==> src/rtl/bfcc_pkg.sv <==
// ----------------------------------------------------------------------------
// bfcc_pkg
// Shared types and constants of the tree frustum culler.
// ----------------------------------------------------------------------------
package bfcc_pkg;

  localparam int COORD_BITS = 20;
  localparam int VEC_W      = 3 * COORD_BITS;
  localparam int MAX_NODES  = 1024;
  localparam int MAX_REFS   = 4096;
  localparam int MAX_CHUNKS = 1024;
  localparam int NODE_AW    = 10;
  localparam int REF_AW     = 12;
  localparam int CHUNK_AW   = 10;
  localparam int NRM_W      = 2 * COORD_BITS + 2;

  typedef enum logic [1:0] {
    OP_NODE  = 2'd0,
    OP_REF   = 2'd1,
    OP_QUERY = 2'd2,
    OP_READ  = 2'd3
  } op_e;

  typedef enum logic [1:0] {
    ST_OK       = 2'd0,
    ST_RANGE    = 2'd1,
    ST_OVERFLOW = 2'd2
  } status_e;

  typedef enum logic [2:0] {
    REG_POSITION    = 3'd0,
    REG_FORWARD     = 3'd1,
    REG_RIGHT       = 3'd2,
    REG_UP          = 3'd3,
    REG_FOCAL       = 3'd4,
    REG_ASPECT      = 3'd5,
    REG_NEAR        = 3'd6,
    REG_CHUNK_TOTAL = 3'd7
  } reg_idx_e;

  typedef struct packed {
    logic [1:0]       opcode;
    logic [11:0]      slot;
    logic [VEC_W-1:0] box_min;
    logic [VEC_W-1:0] box_max;
    logic [9:0]       left_node;
    logic [9:0]       right_node;
    logic             is_leaf;
    logic [11:0]      first_reference;
    logic [12:0]      reference_count;
    logic [9:0]       chunk_value;
  } in_item_t;

  typedef struct packed {
    logic [1:0]  status;
    logic        camera_fallback;
    logic [10:0] visible_total;
    logic [10:0] nodes_tested;
    logic        visible_flag;
  } out_item_t;

  typedef struct packed {
    logic [VEC_W-1:0]   position;
    logic [VEC_W-1:0]   forward;
    logic [VEC_W-1:0]   right;
    logic [VEC_W-1:0]   up;
    logic signed [19:0] focal_length;
    logic signed [19:0] aspect_ratio;
    logic signed [19:0] near_distance;
    logic [10:0]        chunk_total;
  } cfg_t;

  typedef struct packed {
    in_item_t item;
    logic     bad;
    logic     empty;
  } cmd_t;

  typedef struct packed {
    logic [VEC_W-1:0] box_min;
    logic [VEC_W-1:0] box_max;
    logic [9:0]       left_node;
    logic [9:0]       right_node;
    logic             is_leaf;
    logic [11:0]      first_reference;
    logic [12:0]      reference_count;
  } node_rec_t;

  function automatic logic signed [COORD_BITS-1:0] coord(input logic [VEC_W-1:0] v,
                                                          input logic [1:0] axis);
    logic signed [COORD_BITS-1:0] c;
    case (axis)
      2'd0:    c = v[0 +: COORD_BITS];
      2'd1:    c = v[COORD_BITS +: COORD_BITS];
      default: c = v[2*COORD_BITS +: COORD_BITS];
    endcase
    return c;
  endfunction

endpackage

==> src/rtl/bfcc_queue.sv <==
// ----------------------------------------------------------------------------
// bfcc_queue
// Two-entry queue of classified commands between front and back end.
// ----------------------------------------------------------------------------
module bfcc_queue import bfcc_pkg::*; (
  input  logic clk,
  input  logic rst,
  input  logic push,
  input  cmd_t cmd,
  input  logic take,
  output logic full,
  output logic avail,
  output cmd_t head
);

  cmd_t       slots [2];
  logic       wr_ptr;
  logic       rd_ptr;
  logic [1:0] count;

  assign full  = (count == 2'd2);
  assign avail = (count != 2'd0);
  assign head  = slots[rd_ptr];

  always_ff @(posedge clk) begin
    if (push) begin
      slots[wr_ptr] <= cmd;
    end
  end

  always_ff @(posedge clk) begin
    if (rst) begin
      wr_ptr <= 1'b0;
      rd_ptr <= 1'b0;
      count  <= 2'd0;
    end else begin
      if (push) begin
        wr_ptr <= !wr_ptr;
      end
      if (take) begin
        rd_ptr <= !rd_ptr;
      end
      count <= count + 2'(push) - 2'(take);
    end
  end

endmodule

==> config.mk <==
export PLATFORM = sky130hd
export DESIGN_NAME = bfcc_queue
export DESIGN_NICKNAME = d
export VERILOG_FILES = /design/src/rtl/bfcc_pkg.sv /design/src/rtl/bfcc_queue.sv
export SDC_FILE = /design/constraint.sdc
export NUM_CORES = 1
export LEC_CHECK = 0
export ABC_AREA = 0
export BUFFER_PORTS_ARGS = -buffer_cell sky130_fd_sc_hd__buf_2
export CORE_ASPECT_RATIO = 1.25
export CORE_MARGIN = 4
export CORE_UTILIZATION = 47
export DETAILED_ROUTE_END_ITERATION = 8
export PLACE_DENSITY = 0.84
export SETUP_SLACK_MARGIN = 0.4
export SLEW_MARGIN = 20
export SYNTH_ARGS = -nofsm -noshare
export SYNTH_HDL_FRONTEND = slang
export SYNTH_SLANG_ARGS = --single-unit
==> constraint.sdc <==
create_clock -name clk -period 11.8 [get_ports clk]
set_input_delay 2.95 -clock clk [delete_from_list [all_inputs] [get_ports clk]]
set_output_delay 2.95 -clock clk [all_outputs]
set_load 0.005 [all_outputs]
==> impl_summary.log <==
INFO  metric status = complete, no violations
INFO  metric setup_total_negative_slack = 0 ps
INFO  metric clock-skew-final = about 15 ps
INFO  metric hold_violations = 0
INFO  metric cts_post_setup_buffers_inserted = 0
INFO  metric post_route_cells_drive_above_1_share = 0.614
INFO  metric fin_crit_sh = 0.499
INFO  metric worstPathArrival = around 2900 ps
INFO  metric portBuffers = between 300 and 400
INFO  metric cts_tree = yes
INFO  metric synth_top_cells_by_area = sky130_fd_sc_hd__edfxtp_1 82%, sky130_fd_sc_hd__mux2_2 15%, sky130_fd_sc_hd__buf_6 1.6%
INFO  metric cts_sinks = 389
INFO  metric max_slew.worst_pin.slew = between 900 and 1000 ps
INFO  metric final-seq-area = 11600 µm²
INFO  metric nets = around 1200
INFO  metric max_slew_margin = 0.376
INFO  metric criticalPathCategory = reg2out
INFO  metric postCtsHoldBufs = 0
INFO  metric placement.setup.worst_slack = ~5800 ps
INFO  metric grt_antenna_before_repair = 9
INFO  metric timing.critical_path.cells = buf_4, mux2_2, buf_2
INFO  metric finish.utilization = 0.601
INFO  metric synthesis.instances = approximately 620
INFO  metric most_used_cells_in_the_layout_excluding_fill_and_tap_cells = 389 x sky130_fd_sc_hd__buf_2, 384 x sky130_fd_sc_hd__edfxtp_1, 192 x sky130_fd_sc_hd__mux2_2
INFO  metric grt_pass1_vias = a little over 8000
INFO  metric grt_start_max_net_pins = between 70 and 80
INFO  metric cts_max_path_bufs = 3
INFO  metric row_count = 70
INFO  metric clk_latency = between 500 and 600 ps
INFO  metric fp.dieH = a little over 200 µm
INFO  metric setup_repair_after_global_routing_missed_its_margin = false
INFO  metric layout_commonest_cell = sky130_fd_sc_hd__buf_2
INFO  metric gp_congestion = around 0.77
INFO  metric synth_top_cell_area_share = 0.815
INFO  metric totalWireLength = roughly 30000 µm
INFO  metric kind_of_capture_point_of_the_worst_setup_path = primary output
INFO  metric finalMaxSlewViolations = 0
INFO  metric hpwlAfterDp = around 20000 µm
INFO  metric area_growth = 25.0%
INFO  metric total_leakage_power = 6.62 nW
INFO  metric cts-root-buf = sky130_fd_sc_hd__clkbuf_16
INFO  metric track_usage = 0.176
INFO  metric cellPowerDensity = ~180 nW/µm²
INFO  metric synth-seq-area-share = 0.822
INFO  metric tritoncts.num_buffers = 38
INFO  metric route.detailed.wl_per_inst = between 20 and 25 µm
INFO  metric biggest_area_consumer_among_synthesized_cells = sky130_fd_sc_hd__edfxtp_1
INFO  metric first_pass_grt_wire_length = around 45000 µm
INFO  metric via_density_per_instance = ~5
INFO  metric core_region_area = 29400 µm²
INFO  metric design.die.area = 32900 µm²
INFO  metric dr.pass1.iters = 4
INFO  metric crit_fanout = between 60 and 70
INFO  metric critical_path.slowest_cell = sky130_fd_sc_hd__dfxtp_4
INFO  metric routed-via-count = between 7000 and 8000
INFO  metric final.fill_count = roughly 2200
INFO  metric start_util = 0.481
INFO  metric clkSlewWorstSetupHoldPaths = roughly 60 ps
INFO  metric multi_input_area = 2280 µm²
INFO  metric synth_area = 14100 µm²
INFO  metric crit_path_time_final = 5890 ps
INFO  metric grt_overflow = 0
INFO  metric synthDistinctLibCells = 13
INFO  metric ir_drop = 149 µV
INFO  metric hold_path_class = reg2reg
INFO  metric critPathLaunchType = flip-flop
INFO  metric post_cts.resized_instances = 0
INFO  metric critical_path_required = 8850 ps
INFO  metric cts.htree.levels = 2
INFO  metric drv.max_cap_violation_count = 0
INFO  metric syn_nets = 816
INFO  metric synth-seq-cells = between 300 and 400
INFO  metric syn_avg_cell_area = approximately 23 µm²
INFO  metric remaining_drc_errors = 0
INFO  metric floorplan.die.width = about 160 µm
INFO  metric worst_path_largest_cell_delay = approximately 900 ps
INFO  metric floorplan.io_pins = ~400
INFO  metric yosys_warnings = 0
INFO  metric antenna_violating_nets_left = 0
INFO  metric max_freq = approximately 170 MHz
INFO  metric drt-initial-drc-count = 391
INFO  metric finalSetupViolations = 0
INFO  metric final_worst_slack = between 5000 and 6000 ps
-- final cells by class --
| cell class | count | area share |
|---|---|---|
| sequential | 389 | 0.658 |
| clock buffer | 49 | 0.0596 |
| tap | 396 | 0.0280 |
| clock inverter | 16 | 0.0111 |
| antenna | 4 | 0.000566 |
| multi-input combinational | 206 | 0.129 |
| inverter | 2 | 0.000425 |
| timing repair buffer | 396 | 0.113 |
-- power by group --
part           switching [mW]  leakage [nW]  internal [mW]
sequential             0.0271          3.65           1.61
clock                   0.484         0.615          0.720
combinational           0.147          2.35          0.150
-- sequential cells by signal (all words and copies together), names as in the netlist, named ones only --
| register | cells |
|---|---|
| count | 2 |
| rd_ptr | 1 |
| slots | 384 |
| wr_ptr | 1 |
-- metrics by stage --
stage	instance area, µm²	power, mW	hold WS, ps	std cells
after floorplan	14100	1.84	480	618
after global placement	16400	1.96	494	1389
after detailed placement	16400	1.97	513	1389
after CTS	17700	3.19	530	1454
after global routing	17700	3.28	576	1458
final	17700	3.14	520	1458
-- kinds of logic (layout without fill, tap and decap cells) --
group | after synthesis | in the layout | synth area share
flops | 389 | 389 | 0.822
xor+xnor | 3 | 3 | 0.00283
mux | 192 | 192 | 0.153
buf+inv | 23 | 463 | 0.0168
other cells | 0 | 4 | 0
fa+ha+maj | 2 | 2 | 0.00177
simple gates | 9 | 9 | 0.00327
-- layer usage --
layer	wire length, µm	track usage	vias up	part of all wire
li1	-	-	3303	-
met1	9600	0.179	3579	0.33
met2	16100	0.324	292	0.55
met3	2500	0.0579	79	0.085
met4	1160	0.0785	10	0.039
met5	63	0	-	0.0021
-- synth_stat cells --
library cell,number
sky130_fd_sc_hd__dfxtp_1,5
sky130_fd_sc_hd__edfxtp_1,384
sky130_fd_sc_hd__xnor3_1,1
sky130_fd_sc_hd__mux2_2,192
sky130_fd_sc_hd__nor2_1,4
sky130_fd_sc_hd__ha_1,2
sky130_fd_sc_hd__buf_2,1
sky130_fd_sc_hd__or2_2,1
sky130_fd_sc_hd__inv_1,2
sky130_fd_sc_hd__and2_1,1
sky130_fd_sc_hd__buf_6,20
sky130_fd_sc_hd__xnor2_1,2
sky130_fd_sc_hd__nor2b_1,3
-- final timing paths --
path | from | slack, ps | cells after the start | endpoint
setup / recovery | flip-flop | 5910 | 3 | head[129]
hold / removal | rd_ptr | 520 | 2 | flip-flop
setup reg to reg | wr_ptr | 8530 | 3 | slots[1][155]
hold reg to reg | rd_ptr | 520 | 2 | flip-flop
-- worst max-delay path: cells and delay by family, from the launching register on --
kind	cells	cell delay (ps)
buffers and inverters	2	960
muxes	1	420
DFF	1	900
No activity file was read; power rests on OpenSTA's default activity.
